File: src/i8alu_pkg.sv
package i8alu_pkg;

  // Operation codes carried in the kind field; codes 6 and 7 give a zero result.
  typedef enum logic [2:0] {
    KIND_NEG = 3'd0,
    KIND_ADD = 3'd1,
    KIND_SUB = 3'd2,
    KIND_MUL = 3'd3,
    KIND_DIV = 3'd4,
    KIND_FMA = 3'd5
  } kind_t;

  // Raw operation as captured from the input channel.
  typedef struct packed {
    logic [2:0] kind;
    logic       sgn;
    logic [7:0] a;
    logic [7:0] b;
    logic [7:0] c;
  } op_t;

  // Working record that travels down the divider and result stages.
  typedef struct packed {
    logic [2:0] kind;
    logic       neg;
    logic [7:0] dvd;
    logic [7:0] dvs;
    logic [7:0] c;
    logic [8:0] rem;
    logic [7:0] quot;
    logic [7:0] res;
  } wk_t;

  // Magnitude of a two's complement byte; the most negative value stays 0x80 (128).
  function automatic logic [7:0] mag8(input logic [7:0] x);
    logic [7:0] m;
    m = x[7] ? (8'd0 - x) : x;
    return m;
  endfunction

  // One restoring step: shift in the next dividend bit and subtract when it fits.
  // Returns the new nine-bit remainder above the quotient bit.
  function automatic logic [9:0] div_step(input logic [8:0] rem,
                                          input logic       dbit,
                                          input logic [7:0] dvs);
    logic [8:0] sh;
    logic [9:0] r;
    sh = {rem[7:0], dbit};
    if (sh >= {1'b0, dvs}) begin
      r = {sh - {1'b0, dvs}, 1'b1};
    end else begin
      r = {sh, 1'b0};
    end
    return r;
  endfunction

endpackage

File: src/i8alu_if.sv
interface i8alu_in_if;
  logic       valid;
  logic       ready;
  logic [2:0] kind;
  logic       is_signed;
  logic [7:0] operand_a;
  logic [7:0] operand_b;
  logic [7:0] operand_c;

  modport source (output valid, kind, is_signed, operand_a, operand_b, operand_c,
                  input ready);
  modport sink (input valid, kind, is_signed, operand_a, operand_b, operand_c,
                output ready);
endinterface

interface i8alu_out_if;
  logic       valid;
  logic       ready;
  logic [7:0] result_byte;

  modport source (output valid, result_byte, input ready);
  modport sink (input valid, result_byte, output ready);
endinterface

File: src/int8_alu.sv
// int8_alu: eight-bit integer ALU with a pipelined restoring divider.
// Throughput is one beat per cycle while the result side does not stall;
// the four divider stages retire two quotient bits each.
// A stall on the result side holds the whole pipeline in place, losing nothing.
// Reset (rst_n low, synchronous) clears all valid bits; payload registers are not reset.
module int8_alu
  import i8alu_pkg::*;
(
  input  logic        clk,
  input  logic        rst_n,
  i8alu_in_if.sink    in_ch,
  i8alu_out_if.source out_ch
);

  // Stage 0 holds the raw operation. Stages 1 to 4 hold the working record;
  // each of them runs two restoring steps, and stage 4 also drives the output.
  op_t        op0_r;
  wk_t        st1_r, st2_r, st3_r, st4_r;
  wk_t        st1_nxt, st2_nxt, st3_nxt, st4_nxt;
  logic [4:0] vld_r;
  logic       adv;

  // The pipeline moves as one piece whenever the output register is free or
  // being drained this cycle. Bubbles travel along with their valid bit low.
  assign adv          = !vld_r[4] || out_ch.ready;
  assign in_ch.ready  = adv;
  assign out_ch.valid = vld_r[4];
  assign out_ch.result_byte = st4_r.res;

  // Stage 1: operand magnitudes and the quotient sign for signed division,
  // the first two restoring steps, and the results of the non-divide kinds.
  // The product feeds both multiply and fused multiply-add; the addend is
  // applied one stage later so that the multiplier has a register behind it.
  always_comb begin
    logic [9:0]  t;
    logic [15:0] prod;
    st1_nxt      = '0;
    st1_nxt.kind = op0_r.kind;
    st1_nxt.c    = op0_r.c;
    st1_nxt.neg  = op0_r.sgn & (op0_r.a[7] ^ op0_r.b[7]);
    st1_nxt.dvd  = op0_r.sgn ? mag8(op0_r.a) : op0_r.a;
    st1_nxt.dvs  = op0_r.sgn ? mag8(op0_r.b) : op0_r.b;
    t = div_step(9'd0, st1_nxt.dvd[7], st1_nxt.dvs);
    st1_nxt.quot[7] = t[0];
    t = div_step(t[9:1], st1_nxt.dvd[6], st1_nxt.dvs);
    st1_nxt.quot[6] = t[0];
    st1_nxt.rem = t[9:1];
    prod = op0_r.a * op0_r.b;
    unique case (op0_r.kind)
      KIND_NEG: st1_nxt.res = 8'd0 - op0_r.a;
      KIND_ADD: st1_nxt.res = op0_r.a + op0_r.b;
      KIND_SUB: st1_nxt.res = op0_r.a - op0_r.b;
      KIND_MUL: st1_nxt.res = prod[7:0];
      KIND_FMA: st1_nxt.res = prod[7:0];
      default:  st1_nxt.res = 8'd0;
    endcase
  end

  // Stage 2: restoring steps for quotient bits 5 and 4, and the addend of
  // fused multiply-add.
  always_comb begin
    logic [9:0] t;
    st2_nxt = st1_r;
    t = div_step(st1_r.rem, st1_r.dvd[5], st1_r.dvs);
    st2_nxt.quot[5] = t[0];
    t = div_step(t[9:1], st1_r.dvd[4], st1_r.dvs);
    st2_nxt.quot[4] = t[0];
    st2_nxt.rem = t[9:1];
    if (st1_r.kind == KIND_FMA) begin
      st2_nxt.res = st1_r.res + st1_r.c;
    end
  end

  // Stage 3: restoring steps for quotient bits 3 and 2.
  always_comb begin
    logic [9:0] t;
    st3_nxt = st2_r;
    t = div_step(st2_r.rem, st2_r.dvd[3], st2_r.dvs);
    st3_nxt.quot[3] = t[0];
    t = div_step(t[9:1], st2_r.dvd[2], st2_r.dvs);
    st3_nxt.quot[2] = t[0];
    st3_nxt.rem = t[9:1];
  end

  // Stage 4: the last two restoring steps, then the sign rule. A zero divisor
  // needs no special handling: every step fits, so the raw quotient is 255.
  always_comb begin
    logic [9:0] t;
    st4_nxt = st3_r;
    t = div_step(st3_r.rem, st3_r.dvd[1], st3_r.dvs);
    st4_nxt.quot[1] = t[0];
    t = div_step(t[9:1], st3_r.dvd[0], st3_r.dvs);
    st4_nxt.quot[0] = t[0];
    st4_nxt.rem = t[9:1];
    if (st3_r.kind == KIND_DIV) begin
      st4_nxt.res = st3_r.neg ? (8'd0 - st4_nxt.quot) : st4_nxt.quot;
    end
  end

  always_ff @(posedge clk) begin
    if (!rst_n) begin
      vld_r <= '0;
    end else if (adv) begin
      vld_r <= {vld_r[3:0], in_ch.valid};
    end
  end

  always_ff @(posedge clk) begin
    if (adv) begin
      op0_r.kind <= in_ch.kind;
      op0_r.sgn  <= in_ch.is_signed;
      op0_r.a    <= in_ch.operand_a;
      op0_r.b    <= in_ch.operand_b;
      op0_r.c    <= in_ch.operand_c;
      st1_r      <= st1_nxt;
      st2_r      <= st2_nxt;
      st3_r      <= st3_nxt;
      st4_r      <= st4_nxt;
    end
  end

endmodule

File: src/flat_wrapper.sv
// flat-port wrapper written by rule: the top's interface ports become plain ports
module int8_alu_flat import i8alu_pkg::*;
  (clk, rst_n, in_ch_valid, in_ch_kind, in_ch_is_signed, in_ch_operand_a, in_ch_operand_b, in_ch_operand_c, in_ch_ready, out_ch_valid, out_ch_result_byte, out_ch_ready);
  i8alu_in_if in_ch_i ();
  i8alu_out_if out_ch_i ();
  input  logic clk;
  input  logic rst_n;
  input wire logic [$bits(in_ch_i.valid)-1:0] in_ch_valid;
  input wire logic [$bits(in_ch_i.kind)-1:0] in_ch_kind;
  input wire logic [$bits(in_ch_i.is_signed)-1:0] in_ch_is_signed;
  input wire logic [$bits(in_ch_i.operand_a)-1:0] in_ch_operand_a;
  input wire logic [$bits(in_ch_i.operand_b)-1:0] in_ch_operand_b;
  input wire logic [$bits(in_ch_i.operand_c)-1:0] in_ch_operand_c;
  output wire logic [$bits(in_ch_i.ready)-1:0] in_ch_ready;
  output wire logic [$bits(out_ch_i.valid)-1:0] out_ch_valid;
  output wire logic [$bits(out_ch_i.result_byte)-1:0] out_ch_result_byte;
  input wire logic [$bits(out_ch_i.ready)-1:0] out_ch_ready;
  assign in_ch_i.valid = in_ch_valid;
  assign in_ch_i.kind = in_ch_kind;
  assign in_ch_i.is_signed = in_ch_is_signed;
  assign in_ch_i.operand_a = in_ch_operand_a;
  assign in_ch_i.operand_b = in_ch_operand_b;
  assign in_ch_i.operand_c = in_ch_operand_c;
  assign in_ch_ready = in_ch_i.ready;
  assign out_ch_valid = out_ch_i.valid;
  assign out_ch_result_byte = out_ch_i.result_byte;
  assign out_ch_i.ready = out_ch_ready;
  int8_alu u_core (.clk(clk), .rst_n(rst_n), .in_ch(in_ch_i), .out_ch(out_ch_i));
endmodule
File: config.mk
export PLATFORM = sky130hd
export DESIGN_NAME = int8_alu_flat
export DESIGN_NICKNAME = d
export VERILOG_FILES = /design/src/i8alu_pkg.sv /design/src/i8alu_if.sv /design/src/int8_alu.sv /design/src/flat_wrapper.sv
export SDC_FILE = /design/constraint.sdc
export NUM_CORES = 1
export LEC_CHECK = 0
export BUFFER_PORTS_ARGS = -buffer_cell sky130_fd_sc_hd__buf_2
export CELL_PAD_IN_SITES_DETAIL_PLACEMENT = 1
export CELL_PAD_IN_SITES_GLOBAL_PLACEMENT = 1
export CORE_UTILIZATION = 45
export CTS_CLUSTER_DIAMETER = 80
export DETAILED_ROUTE_END_ITERATION = 16
export GPL_TIMING_DRIVEN = 0
export PLACE_DENSITY = 0.82
export SKIP_LAST_GASP = 1
export SLEW_MARGIN = 25
export SYNTH_ARGS = -nofsm -noshare
export SYNTH_HDL_FRONTEND = slang
export SYNTH_SLANG_ARGS = --single-unit
File: constraint.sdc
create_clock -name clk -period 9.1 [get_ports clk]
set_input_delay 2.73 -clock clk [delete_from_list [all_inputs] [get_ports clk]]
set_output_delay 2.73 -clock clk [all_outputs]
set_load 0.03 [all_outputs]
== Word level (Yosys, flattened, before mapping) ==
Index checks and enable logic that the tools add are counted.
Storage, ports and cells
  ROM bits: 0
  input port bits: 32
  word-level logic and storage cells: 79
  latch bits: 0
  flip-flop bits (word level): 157
  memories: 0
  RAM bits: 0
Cells by class
  $mul: 1
  $add $sub $neg: 13
  shift-type cells: 0
  reductions and logical operators: 4
  equal/unequal tests: 6
  bitwise operators: 2
  div/mod/pow operators: 0
  $lt $le $gt $ge: 8
  multiplexer cells: 16
Operators with widths (number)
  9-bit by 8-bit greater-or-equal comparator with 1-bit output: 7
  9-bit 2-to-1 mux: 7
  8-bit 2-to-1 mux: 7
  8-bit subtractor: 7
  8-bit case mux with 4 select lines: 1
  1-bit by 8-bit subtractor with 8-bit output, first input constant: 3
  8-bit adder: 2
  3-bit equality test, second input constant: 3
  1-bit by 8-bit greater-or-equal comparator with 1-bit output: 1
  8-bit by 8-bit multiplier with 8-bit output: 1
  1-bit by 8-bit subtractor with 8-bit output: 1
  3-bit by 2-bit equality test with 1-bit output, second input constant: 2
  3-bit by 1-bit equality test with 1-bit output, second input constant: 1
  3-bit logical NOT: 1
  2-bit OR reduction: 1
  1-bit bitwise AND: 1
  1-bit logical NOT: 1
  1-bit logical OR: 1
  1-bit 2-to-1 mux: 1
  1-bit bitwise XOR: 1

== Longest topological paths before layout ==
Gate-level depths: netlist of the first run.
  word-level depth: 7
  mapped depth: 24
  depth with buffers taken out: 22

== Least setup slack after synthesis of the first run ==
Ideal clock, no wire load.
  path kind: input to output
  start point: input port out_ch_ready
  end point: output port in_ch_ready
  data arrival time: 5.983 ns
  required time: 6.370 ns
  slack: 0.387 ns
  cell stages on the path: 2
  cell sequence: nor2b_1 inv_1
On the way
  longest elaborated chain between the ends: 1
Ends and longest elaborated chain
  start: declaration: RTL line flat_wrapper.sv:17  | input wire logic [$bits(out_ch_i.ready)-1:0] out_ch_ready;
  1-bit logical OR: RTL line int8_alu.sv:25  | assign adv = !vld_r[4] || out_ch.ready;
  end: declaration: RTL line flat_wrapper.sv:14  | output wire logic [$bits(in_ch_i.ready)-1:0] in_ch_ready;
Every way passes these cells.

== Final worst setup path of the first run ==
Same ends and word-level chain as after synthesis.

==> out/qor.txt, run 1 <==
CTS tree - yes
clk root buf - clkbuf_16
Cell Pwr Density - 274.1 nW/um^2
period utilization - 0.7332
final worst setup slack - 2.428 ns
type of the worst setup path - input pin to primary output
Post-CTS Setup Bufs - 0
P_leak - 0.004921 uW
post-synthesis xor/xnor area fraction - 0.07653
drt total wl - 24.31 mm
Worst-path clk slew - 0.09 ns
flops & latches, synth - 157
RSZ-0062 raised after global routing - false
vias in the first global route - 7,690
Hold Crit Depth - 0
worst-skew pair later-pin latency - 0.45 ns
CTS Buf Count - 17
Via Count - 7,006
Flop pwr share - 0.334
I/O Pins - 42
initial antenna violation count - 0
critical path's largest stage delay - 0.52 ns
CTS sink cnt - 157
maximum fanout along the worst path - 47
DP HPWL - 18.11 mm
number of synthesis warnings - 0
critical path buffer and inverter count - 3
final hold vios - 0
post-layout net count - 1,115
Seq/Total Area, Yosys - 0.4595
Combinational Power Share - 0.430
worst vdd ir - 0.1634 mV
Worst Skew - 0.01988 ns
share of the synthesized area in the top cell type - 0.4496
largest net degree at the start of global routing - 112
largest family of logic cells by synthesized area - adder cells
Die Height - 152.2 microns
average cell area after synthesis - 11.17 sq um
post-route antenna net violation count - 0
layout cell share with drive strength beyond 1 - 0.1363
Initial Utilization - 0.4623
cell family with most CP delay - buffers and inverters
die footprint - 23,160 sq um
sw frac - 0.3801
Crit Reg-Reg Endpoint - u_core.st1_r[19]
Worst EP arrival - 3.94 ns
H-tree depth - 4
Clock Path Buffers - 2
number of fill cells - 2,367
worst reg-to-reg path cell count - 24
Worst path most repeated cell - buf_2
required time worst endpoint - 6.37 ns
Post-Layout Cell Count - 1,263
failing checks - DRC
flop-to-flop setup slack - 3.48 ns
clock network power share - 0.235
DRC Markers - 1
Most used DFF post-synth - edfxtp_1
post-synthesis mux area share - 0.03919
Worst Hold Path EP - u_core.st1_r[25]
Slew Limit Fails - 0
Synth area leaders - edfxtp_1 (45%), ha_1 (11%), xnor2_1 (4.5%)
Post-synth EDFFs - 152
Mapped Cells - 909
# diodes - 0
Std-Cell Rows - 54
Worst Setup SP - out_ch_ready
cts-stage hold buffer count - 0
Post-synth ARST share - 0
Hold Crit Start - u_core.op0_r[0]
crit path time final - 6.672 ns
Synth area leader - edfxtp_1
Area Growth Syn to Fin - 11.86%
cts repair resizes - 0
Psw - 1183 uW
Port Buf Inserts - 41
Worst-Margin Slew - 0.7267 ns
Slowest cell on crit path - nor2b_1
core area - 21,960 sq um
Int Power - 1930 uW
DR WL/cell - 19.24 microns
CP startpoint kind - input pin
Die Wd - 152.2 microns
crit path cell chain - buf_2 -> nor2b_1 -> inv_8 -> buf_2
FF-to-FF Start - u_core.op0_r[18]
Synth Area in Compound Gates - 0.1149
Post-Synth Simple-Gate Area - 0.1124
DRT iter0 DRCs - 378
first drt pass iteration count - 10
Placer Congestion - 0.8432
first-pass GRT wire length - 39.21 mm
worst min path class - flop to flop
global route overflow - 0
max-cap violations - 0
Worst Setup End Kind - primary output
Post-Synth Adder-Cell Area - 0.1541
status - finished with violations
fmax - 149.9 MHz
Total GRT Usage - 0.2180
DP Cell Count - 1,231
# setup viols final - 0
Syn Nets - 1,054
Netlist cell types - 64
Via density - 5.547
worst slack, placed - 2.435 ns
Worst slew margin - 0.5145
mapped cell area - 10,150 sq um
==> layout make-up <==
cell class              count  area (sq um)  area share
plain buffers              25         141.4     0.01245
multi-input cells         647          5046      0.4444
inverters                  80         307.8     0.02710
well taps                 280         350.3     0.03085
flip-flops and latches    157          4664      0.4108
clock buffers              17         425.4     0.03746
repair buffers             42         232.7     0.02049
clock inverters            15         187.7     0.01653
==> cells in the final DEF (no fill, tap or decap), drive strengths merged, types with 5 or more instances in the layout <==
cell and instances:
mux2 26, clkbuf 33, and2 27, buf 51, a21oi 53, nand3 9, o21a 7, or3 7
inv 87, ha 93, a21o 16, nor2 52, clkinv 7, nand2 72, o21bai 8, mux2i 9
o21ai 64, nor3 12, xor2 35, nand4 9, fa 20, dfxtp 5, nor2b 11, o31ai 8
xnor2 52, a21boi 6, edfxtp 152, nand2b 8
==> sequential cells by signal (all words and copies together), names as in the netlist <==
name / cells
u_core.st1_r: 44
u_core.st2_r: 36
u_core.st3_r: 36
u_core.op0_r: 28
u_core.out_ch.result_byte: 8
u_core.vld_r: 5
==> synth_stat cells (all sizes together) (2+ instances only) <==
library cell and instances:
edfxtp 152, ha 93, inv 80, nand2 72
o21ai 64, a21oi 53, nor2 52, xnor2 52
xor2 35, and2 27, mux2 26, fa 20
a21o 16, clkbuf 16, nor3 12, nor2b 11
buf 9, mux2i 9, nand3 9, nand4 9
nand2b 8, o21bai 8, o31ai 8, o21a 7
or3 7, a21boi 6, dfxtp 5, a211o 4
a31oi 4, nor3b 4, a31o 3, and3 3
and4 3, nand3b 3, nor4 3, o311ai 3
o41ai 3, a22o 2
==> power by group through the flow <==
stage	Clock, uW	Sequential, uW	Combinational (uW)
floorplan	0	1050	985
global placement	0	1040	1230
detailed placement	0	1050	1320
CTS	744	1040	1350
global route	767	1050	1470
finish	733	1040	1340
==> how the worst max path moves through the flow <==
stage,cells after the start,endpoint
3_3_place_gp,4,in_ch_ready
4_1_cts,4,in_ch_ready
5_1_grt,4,in_ch_ready
6_report,4,in_ch_ready
3_5_place_dp,4,in_ch_ready
2_1_floorplan,2,in_ch_ready
==> per-layer routing <==
metal	up-vias	share of wire	global-route usage
met1	3479	0.41	0.2437
li1	3362	-	-
met3	48	0.025	0.03868
met2	117	0.54	0.4075
met5	-	0	0
met4	0	0.029	0.08941
==> through the flow <==
| stage | setup TNS [ns] | power [uW] | util | hold WS, ns | instance area (sq um) |
|---|---|---|---|---|---|
| floorplan | 0 | 2032 | - | 0.4003 | 10150 |
| global placement | -1.256 | 2274 | 0.4876 | 0.4012 | 10710 |
| detailed placement | 0 | 2371 | 0.4892 | 0.4057 | 10740 |
| CTS | 0 | 3131 | 0.5172 | 0.4153 | 11360 |
| global route | 0 | 3296 | 0.5172 | 0.4209 | 11360 |
| finish | 0 | 3113 | 0.5172 | 0.4132 | 11360 |
==> kinds of logic (layout without fill, tap and decap cells) <==
logic type      count (synthesis)  after routing
fa+ha+maj                     113            113
simple gates                  226            226
mux                            35             35
flops                         157            157
xor+xnor                       87             87
buf+inv                       105            179
compound gates                186            186
Note: power is estimated with default switching activity, not from simulation.
==> inputs of run 2 (changes only) <==
Clock period 9.1 ns to 7 ns, I/O delays scaled along.
==> out/qor.txt, run 2 (same netlist as run 1, synthesis figures left out) <==
crit path cell chain - buf_2 -> nor2b_1 -> clkinvlp_4 -> buf_12 -> buf_2
Worst-Margin Slew - 0.7512 ns
DR WL/cell - 18.88 microns
status - finished with violations
drt total wl - 23.90 mm
critical path's largest stage delay - 0.77 ns
required time worst endpoint - 4.90 ns
Worst EP arrival - 4.08 ns
Slew Limit Fails - 0
type of the worst setup path - input pin to primary output
CTS tree - yes
final hold vios - 0
met3 WL - 641 microns
worst min path class - flop to flop
# diodes - 0
DRC Markers - 1
Via Count - 6,983
Die Wd - 152.2 microns
max reg flops - 44
design area - 11,390 sq um
placed cell area - 10,790 sq um
vias in the first global route - 7,648
uppermost layer routed - met4
number of fill cells - 2,345
Via density - 5.516
layout cell share with drive strength beyond 1 - 0.1389
global route overflow - 0
Total GRT Usage - 0.2187
worst vdd ir - 0.1810 mV
RSZ-0062 raised after global routing - false
cell family with most CP delay - buffers and inverters
maximum fanout along the worst path - 34
DRT met1 WL - 9.933 mm
DP HPWL - 17.95 mm
post-layout net count - 1,118
DRT iter0 DRCs - 284
CP startpoint kind - input pin
worst slack, placed - 0.8521 ns
worst reg-to-reg path cell count - 24
I/O Pins - 42
P_leak - 0.004938 uW
CTS sink cnt - 157
WL met2 - 12.82 mm
critical path depth - 5
Port Buf Inserts - 41
Worst Setup SP - out_ch_ready
final core occ - 0.5186
critical path buffer and inverter count - 4
worst-skew pair later-pin latency - 0.44 ns
max-cap violations - 0
Clock Path Buffers - 2
first drt pass iteration count - 11
DP Cell Count - 1,234
Die Height - 152.2 microns
Slowest cell on crit path - clkinvlp_4
commonest non-fill, non-tap cell in the layout - edfxtp_1
# setup viols final - 0
period utilization - 0.8829
H-tree depth - 4
Std-Cell Rows - 54
post-route antenna net violation count - 0
Largest Register - u_core.st1_r
cts repair resizes - 0
most frequent cells in the layout - edfxtp_1 (152), ha_1 (93), inv_1 (78), nand2_1 (70), o21ai_0 (59)
Post-Layout Cell Count - 1,266
CTS Buf Count - 17
failing checks - DRC
Post-CTS Setup Bufs - 0
initial antenna violation count - 0
Worst-path clk slew - 0.07 ns
Worst Skew - 0.01436 ns
Top Registers - u_core.st1_r x44, u_core.st2_r x36, u_core.st3_r x36
crit path time final - 6.180 ns
first-pass GRT wire length - 39.61 mm
cts-stage hold buffer count - 0
Crit Reg-Reg Endpoint - u_core.st1_r[21]
Initial Utilization - 0.4623
FF-to-FF Start - u_core.op0_r[18]
Cell Pwr Density - 351.5 nW/um^2
flop-to-flop setup slack - 1.45 ns
crit path capture - in_ch_ready
core area - 21,960 sq um
Placer Congestion - 0.8500
fmax - 161.8 MHz
Worst path most repeated cell - buf_2
clk root buf - clkbuf_16
Worst Setup End Kind - primary output
die footprint - 23,160 sq um
final worst setup slack - 0.8197 ns
Worst slew margin - 0.4981
Area Growth Syn to Fin - 12.16%
largest net degree at the start of global routing - 35
## run 2: layout make-up
| type | count | area, sq um | area share |
|---|---|---|---|
| multi-input combinational | 647 | 5046 | 0.4431 |
| clock inverter | 15 | 170.2 | 0.01494 |
| clock buffer | 17 | 425.4 | 0.03736 |
| tap | 280 | 350.3 | 0.03077 |
| timing repair buffer | 45 | 285.3 | 0.02505 |
| sequential | 157 | 4664 | 0.4096 |
| inverter | 80 | 304.0 | 0.02670 |
| buffer | 25 | 141.4 | 0.01242 |
## run 2: how the worst min path moves through the flow
| stage | startpoint | end | slack [ns] | depth (start not counted) |
|---|---|---|---|---|
| 3_5_place_dp | u_core.st2_r[12] | u_core.st3_r[12] | 0.41 | 0 |
| 2_1_floorplan | u_core.op0_r[0] | u_core.st1_r[25] | 0.40 | 0 |
| 3_3_place_gp | u_core.st2_r[50] | u_core.st3_r[50] | 0.40 | 0 |
| 6_report | u_core.st2_r[12] | u_core.st3_r[12] | 0.42 | 0 |
| 5_1_grt | u_core.st2_r[12] | u_core.st3_r[12] | 0.42 | 0 |
| 4_1_cts | u_core.st2_r[12] | u_core.st3_r[12] | 0.42 | 0 |
## run 2: worst reg2reg max path, delay by kind of cell (launching register included)
kind	cells	cell delay, ns
AO/OA/AOI/OAI	5	0.82
adder cells (fa/ha/maj)	4	0.86
buffers and inverters	4	0.59
flip-flops	1	0.42
multiplexers	3	0.80
AND/OR/NAND/NOR	8	1.78
## run 2: per-stage QoR
step / power (uW) / TNS (ns) / hold slack [ns]
final: 4003 / 0 / 0.4152
after floorplan: 2641 / 0 / 0.4003
after CTS: 4027 / 0 / 0.4162
after global placement: 2953 / -1.170 / 0.4027
after global routing: 4257 / 0 / 0.4214
after detailed placement: 3063 / 0 / 0.4063
## run 2: layer usage
layer,track usage,vias to the layer above
met5,0,-
met3,0.03669,40
li1,-,3368
met4,0.07726,0
met2,0.4117,119
met1,0.2479,3456
## run 2: where the power goes
group / total (uW) / switching [uW] / internal, uW
clock: 933 / 452 / 481
combinational: 1720 / 949 / 770
sequential: 1350 / 99.0 / 1250
total: 4000 / 1500 / 2500
==> inputs of run 3 (changes only) <==
Settings changed: ABC_AREA set to 1, PLACE_DENSITY 0.82 to 0.84.
==> out/qor.txt, run 3 <==
status - complete, no violations
crit path cell chain - buf_2 -> nor2_1 -> clkinvlp_4 -> buf_12 -> buf_12 -> buf_2
critical path's largest stage delay - 0.49 ns
Slew Limit Fails - 0
type of the worst setup path - input pin to primary output
DP HPWL - 20.36 mm
Seq/Total Area, Yosys - 0.4505
I/O Pins - 42
number of synthesis warnings - 0
period utilization - 0.8458
Placer Congestion - 0.8743
final worst setup slack - 1.080 ns
Post-synth EDFFs - 152
Worst Skew - 0.01361 ns
H-tree depth - 4
Hold Crit Depth - 0
Post-Layout Cell Count - 1,489
DP Cell Count - 1,457
Setup TNS Final - 0 ns
worst slack, placed - 1.059 ns
Synth top cells by count - nand2_1 (267), inv_1 (176), edfxtp_1 (152), ha_1 (93), nor2_1 (54)
Crit Reg-Reg Endpoint - u_core.st1_r[16]
Top Registers - u_core.st1_r x44, u_core.st2_r x36, u_core.st3_r x36
Total GRT Usage - 0.2382
flop-to-flop setup slack - 2.13 ns
worst vdd ir - 0.1794 mV
Die Height - 153.7 microns
Netlist cell types - 56
first-pass GRT wire length - 43.39 mm
vias in the first global route - 8,639
worst reg-to-reg path cell count - 25
Largest Register - u_core.st1_r
RSZ-0062 raised after global routing - false
Worst Hold Path EP - u_core.st2_r[49]
initial antenna violation count - 0
most frequent cells in the layout - nand2_1 (267), inv_1 (175), edfxtp_1 (152), ha_1 (93), nor2_1 (54)
Via density - 5.335
CP startpoint kind - input pin
flops & latches, synth - 157
mapped cell area - 10,350 sq um
Slowest cell on crit path - clkinvlp_4
Clock Path Buffers - 2
Area Growth Syn to Fin - 12.05%
Synth area leaders - edfxtp_1 (44%), ha_1 (11%), nand2_1 (9.7%)
clk root buf - clkbuf_16
Port Buf Inserts - 41
first drt pass iteration count - 6
worst min path class - flop to flop
maximum fanout along the worst path - 35
Worst-path clk slew - 0.07 ns
DRC Markers - 0
worst-skew pair later-pin latency - 0.44 ns
# setup viols final - 0
largest net degree at the start of global routing - 36
P_leak - 0.005692 uW
average cell area after synthesis - 9.196 sq um
Via Count - 7,944
drt total wl - 27.16 mm
Worst-Margin Slew - 0.9968 ns
max reg flops - 44
Worst slew margin - 0.3304
Die Wd - 153.7 microns
Std-Cell Rows - 55
die footprint - 23,620 sq um
Hold Crit Start - u_core.st1_r[49]
number of fill cells - 2,640
CTS Buf Count - 17
Initial Utilization - 0.4588
# diodes - 0
final hold vios - 0
CTS tree - yes
Post-synth ARST share - 0
required time worst endpoint - 4.90 ns
CTS sink cnt - 157
share of the synthesized area in the top cell type - 0.4408
Most used DFF post-synth - edfxtp_1
final core occ - 0.5140
most common cell in the netlist - nand2_1
Cell Pwr Density - 362.5 nW/um^2
DR WL/cell - 18.24 microns
Synth area leader - edfxtp_1
crit path time final - 5.920 ns
post-layout net count - 1,336
post-route antenna net violation count - 0
total power - 4206 uW
FF-to-FF Start - u_core.op0_r[17]
Worst EP arrival - 3.82 ns
cts-stage hold buffer count - 0
DRT iter0 DRCs - 406
Post-CTS Setup Bufs - 0
Worst Setup End Kind - primary output
Mapped Cells - 1,126
commonest non-fill, non-tap cell in the layout - nand2_1
layout cell share with drive strength beyond 1 - 0.1246
fmax - 168.9 MHz
global route overflow - 0
core area - 22,570 sq um
max-cap violations - 0
Syn Nets - 1,271
cts repair resizes - 0
[run 3: changes by cell type after synthesis, moves of 12 or more]
cell     previous run  this run
a21o_1             16         4
nand3_1             8        49
inv_1              79       176
nand2_1            70       267
and2_1             21         3
xnor2_1            52        20
mux2_2             22         1
o21ai_0            59        38
o21ai_1             5        28
inv_2               1        14
[run 3: cells by family after synthesis]
| group | count (synthesis) | synth area share |
|---|---|---|
| AOI/OAI and AO/OA | 150 | 0.08277 |
| xor gates and xnor gates | 54 | 0.04713 |
| adders and majority gates | 113 | 0.1510 |
| buffers and inverters | 216 | 0.08422 |
| DFF | 157 | 0.4505 |
| muxes | 1 | 0.001087 |
| and+or+nand+nor | 435 | 0.1833 |
[run 3: area by class of cell]
class,instances,area (sq um),area share
buffer,21,128.9,0.01111
timing repair buffer,46,312.8,0.02696
inverter,195,747.0,0.06438
multi-input combinational,753,4818,0.4153
clock buffer,19,454.2,0.03915
sequential,157,4664,0.4020
tap,285,356.6,0.03073
clock inverter,13,120.1,0.01035
[run 3: how the worst max path moves through the flow]
| stage | slack, ns | start | endpoint | cells past startpoint |
|---|---|---|---|---|
| finish | 1.08 | out_ch_ready | in_ch_ready | 6 |
| global route | 0.96 | out_ch_ready | in_ch_ready | 6 |
| CTS | 1.07 | out_ch_ready | in_ch_ready | 6 |
| detailed placement | 1.06 | out_ch_ready | in_ch_ready | 6 |
| global placement | -1.09 | out_ch_ready | in_ch_ready | 4 |
| floorplan | 0.57 | out_ch_ready | in_ch_ready | 2 |
[run 3: report_power, final]
part	switching (uW)	internal (uW)	leakage (uW)
logic	1220	685	0.00372
registers	108	1280	0.00170
clock network	424	490	0.000274
[run 3: critical path: cells and delay by family]
family                 cells  cell delay [ns]
buffers and inverters      5             1.29
AND/OR/NAND/NOR            1             0.40
[run 3: per-layer routing]
metal	global-route usage	vias to the layer above	wire length [microns]
met5	0	-	0
met4	0.07952	0	716
met1	0.2483	3869	10440
li1	-	3843	-
met2	0.4779	173	15160
met3	0.03692	59	840
[run 3: per-stage QoR]
| step | cell area (sq um) | hold slack, ns |
|---|---|---|
| after CTS | 11600 | 0.4220 |
| after detailed placement | 11030 | 0.4063 |
| after global placement | 10920 | 0.4016 |
| final | 11600 | 0.4189 |
| after global routing | 11600 | 0.4276 |
| after floorplan | 10360 | 0.4003 |
